[src/laplace_jacobi_relaxation_core_assert.svh]
// ---------------------------------------------------------------------------
// Assertion macros for the Laplace relaxation core
// Shared concurrent assertion forms, clocked on clk and disabled in reset.
// ---------------------------------------------------------------------------
`ifndef LAPLACE_JACOBI_RELAXATION_CORE_ASSERT_SVH
`define LAPLACE_JACOBI_RELAXATION_CORE_ASSERT_SVH

// The consequent must hold in the same cycle as the antecedent.
`define LJR_ASSERT_IMPL(label, ante, cons, msg) \
    label: assert property (@(posedge clk) disable iff (!rst_n) (ante) |-> (cons)) \
        else $error(msg);

// The consequent must hold in the cycle after the antecedent.
`define LJR_ASSERT_NEXT(label, ante, cons, msg) \
    label: assert property (@(posedge clk) disable iff (!rst_n) (ante) |=> (cons)) \
        else $error(msg);

// The expression must hold in every cycle.
`define LJR_ASSERT_ALWAYS(label, expr, msg) \
    label: assert property (@(posedge clk) disable iff (!rst_n) (expr)) \
        else $error(msg);

`endif

[src/ljr_pkg.sv]
// ---------------------------------------------------------------------------
// Laplace relaxation core package
// Operation and register codes, controller states and the command and
// status groups between controller and datapath.
// ---------------------------------------------------------------------------
`default_nettype none

package ljr_pkg;

    localparam int GS_W  = 7;
    localparam int TOL_W = 31;
    localparam int LIM_W = 24;
    localparam int OUT_W = 32;

    localparam logic [1:0] OP_WRITE = 2'd0;
    localparam logic [1:0] OP_SOLVE = 2'd1;
    localparam logic [1:0] OP_READ  = 2'd2;

    localparam logic [1:0] CFG_GRID_SIZE = 2'd0;
    localparam logic [1:0] CFG_TOLERANCE = 2'd1;
    localparam logic [1:0] CFG_LIMIT     = 2'd2;

    // Sub-steps of one cell update: center, four neighbors, the final sum, then write back.
    localparam logic [2:0] STEP_CENTER = 3'd0;
    localparam logic [2:0] STEP_UP     = 3'd1;
    localparam logic [2:0] STEP_DOWN   = 3'd2;
    localparam logic [2:0] STEP_LEFT   = 3'd3;
    localparam logic [2:0] STEP_RIGHT  = 3'd4;
    localparam logic [2:0] STEP_SUM    = 3'd5;
    localparam logic [2:0] STEP_LAST   = 3'd6;

    typedef enum logic [3:0] {
        ST_CLEAR,
        ST_IDLE,
        ST_READ,
        ST_THR_N,
        ST_THR_SQ,
        ST_THR_MUL,
        ST_CELL,
        ST_COPY,
        ST_DRAIN,
        ST_CHECK,
        ST_RESULT
    } ljr_state_t;

    typedef struct packed {
        logic clear_step;
        logic accept_write;
        logic accept_read;
        logic thr_n;
        logic thr_sq;
        logic thr_mul;
        logic sweep_start;
        logic cell_step;
        logic copy_issue;
        logic sweep_end;
        logic post_read;
        logic post_solve;
    } ljr_cmd_t;

    typedef struct packed {
        logic clear_last;
        logic step_last;
        logic cell_last;
        logic limit_zero;
        logic limit_hit;
        logic converged_now;
        logic out_free;
    } ljr_status_t;

endpackage

`default_nettype wire

[src/ljr_ctrl.sv]
// ---------------------------------------------------------------------------
// Laplace relaxation controller
// Sequences clearing, item handling, sweeps, copy back and result posting.
// ---------------------------------------------------------------------------
`default_nettype none

module ljr_ctrl (
    input  wire logic                 clk,
    input  wire logic                 rst_n,
    input  wire logic                 in_valid,
    output logic                      in_ready,
    input  wire logic [1:0]           operation,
    input  wire ljr_pkg::ljr_status_t status,
    output ljr_pkg::ljr_cmd_t         cmd
);
    import ljr_pkg::*;

    `include "laplace_jacobi_relaxation_core_assert.svh"

    ljr_state_t state_reg;
    ljr_state_t state_next;
    logic       accept;

    assign in_ready = (state_reg == ST_IDLE);
    assign accept   = in_valid && in_ready;

    always_ff @(posedge clk or negedge rst_n)
    begin
        if (!rst_n)
        begin
            state_reg <= ST_CLEAR;
        end
        else
        begin
            state_reg <= state_next;
        end
    end

    always_comb
    begin
        state_next = state_reg;
        case (state_reg)
            ST_CLEAR:
            begin
                if (status.clear_last)
                begin
                    state_next = ST_IDLE;
                end
            end
            ST_IDLE:
            begin
                if (accept && operation == OP_SOLVE)
                begin
                    state_next = ST_THR_N;
                end
                else if (accept && operation == OP_READ)
                begin
                    state_next = ST_READ;
                end
            end
            ST_READ:
            begin
                if (status.out_free)
                begin
                    state_next = ST_IDLE;
                end
            end
            ST_THR_N:   state_next = ST_THR_SQ;
            ST_THR_SQ:  state_next = ST_THR_MUL;
            ST_THR_MUL: state_next = status.limit_zero ? ST_RESULT : ST_CELL;
            ST_CELL:
            begin
                if (status.step_last && status.cell_last)
                begin
                    state_next = ST_COPY;
                end
            end
            ST_COPY:
            begin
                if (status.cell_last)
                begin
                    state_next = ST_DRAIN;
                end
            end
            ST_DRAIN: state_next = ST_CHECK;
            ST_CHECK:
            begin
                if (status.converged_now || status.limit_hit)
                begin
                    state_next = ST_RESULT;
                end
                else
                begin
                    state_next = ST_CELL;
                end
            end
            ST_RESULT:
            begin
                if (status.out_free)
                begin
                    state_next = ST_IDLE;
                end
            end
            default: state_next = ST_CLEAR;
        endcase
    end

    always_comb
    begin
        cmd = '0;
        case (state_reg)
            ST_CLEAR: cmd.clear_step = 1'b1;
            ST_IDLE:
            begin
                cmd.accept_write = accept && operation == OP_WRITE;
                cmd.accept_read  = accept && operation == OP_READ;
            end
            ST_READ:    cmd.post_read = status.out_free;
            ST_THR_N:   cmd.thr_n = 1'b1;
            ST_THR_SQ:  cmd.thr_sq = 1'b1;
            ST_THR_MUL:
            begin
                cmd.thr_mul     = 1'b1;
                cmd.sweep_start = !status.limit_zero;
            end
            ST_CELL:   cmd.cell_step = 1'b1;
            ST_COPY:   cmd.copy_issue = 1'b1;
            ST_DRAIN:  cmd.sweep_end = 1'b1;
            ST_CHECK:  cmd.sweep_start = !(status.converged_now || status.limit_hit);
            ST_RESULT: cmd.post_solve = status.out_free;
            default:   cmd = '0;
        endcase
    end

    `LJR_ASSERT_IMPL(a_post_needs_slot, cmd.post_read || cmd.post_solve, status.out_free,
        "result posted while the output register is still occupied")
    `LJR_ASSERT_NEXT(a_cell_to_copy,
        state_reg == ST_CELL && status.step_last && status.cell_last,
        state_reg == ST_COPY, "sweep end did not start the copy back")
    `LJR_ASSERT_ALWAYS(a_one_phase,
        $onehot0({cmd.clear_step, cmd.cell_step, cmd.copy_issue, cmd.accept_write}),
        "more than one memory phase active")
    `LJR_ASSERT_NEXT(a_clear_done, state_reg == ST_CLEAR && status.clear_last,
        state_reg == ST_IDLE, "clearing pass did not end in idle")

endmodule

`default_nettype wire

[config.mk]
export PLATFORM = sky130hd
export DESIGN_NAME = ljr_ctrl
export DESIGN_NICKNAME = d
export VERILOG_FILES = /design/src/ljr_pkg.sv /design/src/ljr_ctrl.sv
export VERILOG_INCLUDE_DIRS = /design/src /design/src/src
export SDC_FILE = /design/constraint.sdc
export NUM_CORES = 1
export LEC_CHECK = 0
export BUFFER_PORTS_ARGS = -buffer_cell sky130_fd_sc_hd__buf_2
export CAP_MARGIN = 20
export CORE_AREA = 3 3 40 42
export CTS_BUF_LIST = sky130_fd_sc_hd__clkbuf_4 sky130_fd_sc_hd__clkbuf_8
export CTS_CLUSTER_SIZE = 24
export DETAILED_ROUTE_END_ITERATION = 8
export DIE_AREA = 0 0 43 45
export HOLD_SLACK_MARGIN = 0.03
export PLACE_DENSITY = 0.7
export SLEW_MARGIN = 20
export SYNTH_ARGS = -nofsm -noshare
export SYNTH_HDL_FRONTEND = slang
export SYNTH_SLANG_ARGS = --single-unit
[constraint.sdc]
create_clock -name clk -period 3.85 [get_ports clk]
set_clock_uncertainty 0.2 [all_clocks]
set_input_delay 0.1925 -clock clk [delete_from_list [all_inputs] [get_ports clk]]
set_output_delay 0.1925 -clock clk [all_outputs]
set_load 0.03 [all_outputs]
==> flow_metrics.py, run 1 <==
metrics = {
    "clocking": {
        "cts_tree": "built",
        "cts_htree_levels": 1,
        "cts_resized": 0,
        "clk-insertion-delay-late_ns": 0.23,
        "clock-sinks": 4,
        "numCtsBuffers": 3,
        "clockBufferDepth": 2,
        "cts_root_buffer": "clkbuf_4",
        "path_clk_slew_ns": 0.04,
    },
    "synth": {
        "synth_cell_types": 28,
        "synth_top_area_cell": "dfrtp_1",
        "yosys_warnings": 0,
        "avgSynthCellArea_sq_um": 7.55,
        "netlist_area_sq_um": 423,
        "ys.flop_type": "dfrtp_1",
        "synth_top_cell_area_share": 0.237,
        "netlist_top_cells_count": "6 x nor2_1, 5 x nand2_1, 5 x nor3_1",
        "ys_ff_latch": 4,
        "yosysSeqAreaShare": 0.237,
        "synth_cells": 56,
        "ys_async_sr_fraction": 1.00,
        "synth-edff-count": 0,
        "synth_most_common_cell": "nor2_1",
        "synth_area_leaders": "dfrtp_1 24%, nor3_1 5.9%, nor2_1 5.3%",
        "synth_nets": 68,
    },
    "placed_design": {
        "numPortBuffers": 24,
        "place_inst": 91,
        "gp_congestion": 0.751,
        "dp.final_hpwl_um": 907,
    },
    "global_routing": {
        "antenna_found_initial": 0,
        "grt_pass1_wl_mm": 1.93,
        "overflow": 0,
        "grt_max_degree": 15,
        "grt.total_usage": 0.133,
        "grt_pass1_vias": 447,
    },
    "critical_path": {
        "crit_arrival_ns": 1.67,
        "cp_max_fo": 14,
        "required_ns": 3.46,
        "crit_type": "flop to output port",
        "end_kind": "output port",
        "start_kind": "flop",
    },
    "sta": {
        "max_freq_ghz": 0.484,
        "hold_ws_ns": 0.0913,
        "fin_crit_sh": 0.537,
        "rsz0062_at_grt": "false",
        "hold_violations": 0,
        "setup_viol": 0,
        "drv_slew": 0,
        "worst_slew_pin_slew_ns": 0.412,
        "finalSetupTns_ns": 0,
        "period_needed_ns": 2.07,
        "timing.slew.headroom": 0.725,
    },
    "final_layout": {
        "num-fill-cells": 146,
        "nets": 94,
        "diodes": 0,
        "drive_above_1_share": 0.388,
        "layout.cells.non_filler": 95,
        "area_growth_pct": 35.8,
        "largest_reg_flops": 4,
    },
    "die": {
        "dieArea_sq_um": 1940,
        "die_h_um": 45,
        "coreArea_sq_um": 1280,
        "start_util": 0.329,
        "die_w_um": 43,
        "io_pins": 25,
        "rows": 13,
    },
    "drt": {
        "wire_per_inst_um": 11.8,
        "vias_per_cell": 5.08,
        "firstDrtPassIters": 4,
        "ant_nets": 0,
        "routed_wirelength_mm": 1.12,
        "vias": 483,
        "drc": 0,
        "drt_first_iter_violations": 6,
    },
    "power_and_ir_drop": {
        "powerDensity_nw_per_um2": 753,
        "leakage_nw": 0.295,
        "ir_worst_vdd_mv": 0.446,
    },
    "min_path": {
        "hold_path_class": "input port to async pin",
    },
    "job": {
        "maxCapViolCount": 0,
    },
    "outcome": {
        "status": "finished clean",
    },
}
-- layout make-up --
class | count | area, sq um | area share
flip-flops and latches | 4 | 100 | 0.174
multi-input cells | 47 | 299 | 0.521
well taps | 15 | 18.8 | 0.0327
inverters | 1 | 3.75 | 0.00654
clock buffers | 3 | 22.5 | 0.0392
repair buffers | 25 | 130 | 0.227
-- power by group --
| group | internal, mW | total, mW | switching (mW) |
|---|---|---|---|
| Combinational | 0.108 | 0.265 | 0.157 |
| Clock | 0.0348 | 0.0508 | 0.0160 |
| Sequential | 0.0600 | 0.117 | 0.0566 |
-- cells in the final DEF (no fill, tap or decap), drive strengths merged, types with 3 or more instances in the layout --
master / Yosys / routed
and2: 3 / 3
buf: 4 / 24
clkbuf: 0 / 3
dfrtp: 4 / 4
nand2: 5 / 5
nand2b: 3 / 3
nor2: 6 / 6
nor2b: 3 / 3
nor3: 6 / 6
o21ai: 4 / 4
-- worst max-delay path, cell delays in order (launching register included) --
cell and delay, ns:
dfrtp_1 0.52, nand2b_1 0.28, o32a_1 0.33, nor2_1 0.10
buf_2 0.21
-- cells by family (layout without fill, tap and decap cells) --
kind of cell,after synthesis,count (layout),synth area share
mux,2,2,0.0533
compound gates,14,14,0.254
simple gates,30,30,0.379
flops,4,4,0.237
buf+inv,5,29,0.0562
xor+xnor,1,1,0.0207
-- per-stage QoR --
step	worst slack (ns)	instance area (sq um)	utilization	power (mW)
final	1.78	574	0.447	0.432
after global routing	1.66	574	0.447	0.474
after CTS	1.78	574	0.447	0.436
after detailed placement	1.95	542	0.422	0.381
after global placement	1.98	542	0.422	0.376
after floorplan	1.84	423	-	0.322
-- worst paths after layout --
check | start | endpoint | slack, ns | cells after the start
max reg2reg | state_reg[0]$_DFFE_PN0P_ | state_reg[3]$_DFFE_PN0P_ | 1.92 | 4
max | state_reg[2]$_DFFE_PN0P_ | cmd[5] | 1.78 | 4
max in group asynchronous | rst_n | state_reg[3]$_DFFE_PN0P_ | 3.23 | 2
min reg2reg | state_reg[3]$_DFFE_PN0P_ | state_reg[1]$_DFFE_PN0P_ | 0.56 | 2
min | rst_n | state_reg[1]$_DFFE_PN0P_ | 0.09 | 2
min in group clk | status[3] | state_reg[2]$_DFFE_PN0P_ | 0.17 | 3
-- routing by layer --
metal	GRT usage	up-vias	share of wire	routed length, um
met4	0.0723	0	0	0
met3	0.0279	0	0.042	47
met2	0.213	13	0.54	602
li1	-	255	-	-
met5	0	-	0	0
met1	0.169	215	0.42	472
-- what timing repair did --
item	in CTS	in global routing
hold buffers	1	0
buffers inserted	0	0
hold endpoints to repair	4	0
(Power assumes the default switching activity.)
==> run 2, diff against run 1 <==
Settings changed: ABC_AREA from default to 1, PLACE_DENSITY 0.7 to 0.78.
Clock period 3.85 ns to 1.8 ns, I/O delays scaled along.
==> flow_metrics.py, run 2 <==
metrics = {
    "outcome": {
        "status": "finished clean",
    },
    "sta": {
        "hold_ws_ns": 0.0646,
        "period_needed_ns": 1.69,
        "max_freq_ghz": 0.592,
        "setup_viol": 0,
        "finalSetupTns_ns": 0,
        "worst_slew_pin_slew_ns": 0.214,
        "hold_violations": 0,
        "timing.slew.headroom": 0.856,
        "fin_crit_sh": 0.939,
        "drv_slew": 0,
        "rsz0062_at_grt": "false",
    },
    "clocking": {
        "path_clk_slew_ns": 0.04,
        "clockBufferDepth": 2,
        "cts_tree": "built",
        "cts_root_buffer": "clkbuf_4",
        "clk-insertion-delay-late_ns": 0.23,
        "clock-sinks": 4,
        "numCtsBuffers": 3,
        "cts_htree_levels": 1,
    },
    "critical_path": {
        "required_ns": 1.51,
        "start_kind": "flop",
        "r2r_start": "state_reg[1]$_DFFE_PN0P_",
        "reg2reg_to": "state_reg[0]$_DFFE_PN0P_",
        "crit_arrival_ns": 1.40,
        "r2r_cells": 9,
        "cp_max_fo": 5,
        "crit_type": "flop to output port",
        "end_kind": "output port",
        "reg2reg_slack_ns": 0.28,
    },
    "synth": {
        "synth_nets": 99,
        "avgSynthCellArea_sq_um": 5.70,
        "synth_area_leaders": "dfrtp_1 20%, nand2_1 20%, nand3_1 10%",
        "yosys_warnings": 0,
        "synth_top_area_cell": "dfrtp_1",
        "netlist_area_sq_um": 495,
        "ys_async_sr_fraction": 1.00,
        "synth_top_cell_area_share": 0.202,
        "ys.flop_type": "dfrtp_1",
        "synth_cells": 87,
        "synth_cell_types": 17,
        "yosysSeqAreaShare": 0.202,
        "synth_most_common_cell": "nand2_1",
        "ys_ff_latch": 4,
        "synth-edff-count": 0,
        "netlist_top_cells_count": "26 x nand2_1, 13 x nor2_1, 10 x inv_1, 10 x nand3_1, 5 x nand2_2",
    },
    "final_layout": {
        "largest_reg_flops": 4,
        "final_common_cell": "nand2_1",
        "drive_above_1_share": 0.405,
        "area_growth_pct": 38.4,
        "diodes": 0,
        "num-fill-cells": 132,
        "nets": 130,
        "final_cell_mix": "26 x nand2_1, 22 x buf_2, 13 x nor2_1, 10 x inv_1, 10 x nand3_1",
    },
    "power_and_ir_drop": {
        "leakage_nw": 0.407,
        "powerDensity_nw_per_um2": 1610,
        "ir_worst_vdd_mv": 0.649,
    },
    "min_path": {
        "holdCritStartpoint": "status[5]",
        "hold_end": "state_reg[2]$_DFFE_PN0P_",
        "hold_path_class": "input port to flop",
        "holdPathStages": 6,
    },
    "drt": {
        "drt_first_iter_violations": 10,
        "drc": 0,
        "vias_per_cell": 4.75,
        "firstDrtPassIters": 4,
        "vias": 622,
        "ant_nets": 0,
        "routed_wirelength_mm": 1.30,
        "wire_per_inst_um": 9.92,
    },
    "global_routing": {
        "grt_max_degree": 10,
        "grt.total_usage": 0.143,
        "grt_pass1_wl_mm": 2.13,
        "antenna_found_initial": 0,
        "grt_pass1_vias": 550,
        "overflow": 0,
    },
    "placed_design": {
        "numPortBuffers": 24,
        "dp.final_hpwl_mm": 1.09,
        "gp_congestion": 0.870,
    },
    "die": {
        "io_pins": 25,
        "start_util": 0.386,
        "coreArea_sq_um": 1280,
        "die_w_um": 43,
        "die_h_um": 45,
        "rows": 13,
        "dieArea_sq_um": 1940,
    },
    "job": {
        "maxCapViolCount": 0,
    },
}
-- run 2: worst max path at each step --
stage                                   startpoint                  endpoint  slack (ns)  depth (start not counted)
after floorplan           state_reg[2]$_DFFE_PN0P_                    cmd[0]       0.006                          3
after global placement    state_reg[1]$_DFFE_PN0P_  state_reg[1]$_DFFE_PN0P_        0.29                          8
after detailed placement  state_reg[0]$_DFFE_PN0P_  state_reg[0]$_DFFE_PN0P_        0.24                          7
after CTS                 state_reg[0]$_DFFE_PN0P_                   cmd[10]        0.02                          5
after global routing      state_reg[1]$_DFFE_PN0P_                    cmd[9]       0.004                          6
final                     state_reg[1]$_DFFE_PN0P_                   cmd[10]        0.11                          6
-- run 2: power by group --
part,internal (mW),leakage [nW],switching (mW)
registers,0.136,0.0493,0.0817
clock network,0.0746,0.0138,0.0375
logic,0.250,0.344,0.526
-- run 2: cells by family after synthesis --
| kind of cell | count (synthesis) | share of synthesized area |
|---|---|---|
| buffers and inverters | 15 | 0.129 |
| AOI/OAI and AO/OA | 3 | 0.0455 |
| DFF | 4 | 0.202 |
| and+or+nand+nor | 65 | 0.624 |
-- run 2: timing repair --
action / 4_1_cts / 5_1_grt
endpoints found under the setup margin: 0 / 3
resized for setup: 0 / 6
hold buffers: 2 / 0
hold endpoints to repair: 4 / 0
setup buffers: 0 / 1
-- run 2: critical path, stage by stage (launching register included) --
cell and delay (ns):
dfrtp_1 0.42, inv_2 0.11, nand2_2 0.09, nor2_4 0.16, nand2_1 0.09, nor3_2 0.11, buf_4 0.18
-- run 2: final cells by class --
| class | instances | area, sq um | area share |
|---|---|---|---|
| Clock buffer | 3 | 22.5 | 0.0328 |
| Inverter | 14 | 52.6 | 0.0766 |
| Multi-Input combinational cell | 68 | 337 | 0.491 |
| Sequential cell | 4 | 103 | 0.150 |
| Tap cell | 15 | 18.8 | 0.0274 |
| Timing Repair Buffer | 27 | 153 | 0.223 |
-- run 2: routing by layer --
| metal | routed length (um) | global-route usage | part of all wire | vias up |
|---|---|---|---|---|
| met5 | 0 | 0 | 0 | - |
| met4 | 0 | 0.0181 | 0 | 0 |
| met3 | 84 | 0.0518 | 0.065 | 0 |
| met2 | 639 | 0.263 | 0.49 | 18 |
| met1 | 574 | 0.165 | 0.44 | 271 |
| li1 | - | - | - | 333 |
-- run 2: metrics by stage --
step	cell area [sq um]	std cells	total power [mW]	util	setup WS, ns
after CTS	671	130	1.08	0.522	0.0170
after floorplan	500	87	0.813	-	0.00579
after detailed placement	628	125	0.967	0.489	0.241
after global placement	628	125	0.950	0.489	0.288
final	686	131	1.11	0.534	0.110
after global routing	686	131	1.20	0.534	0.00370
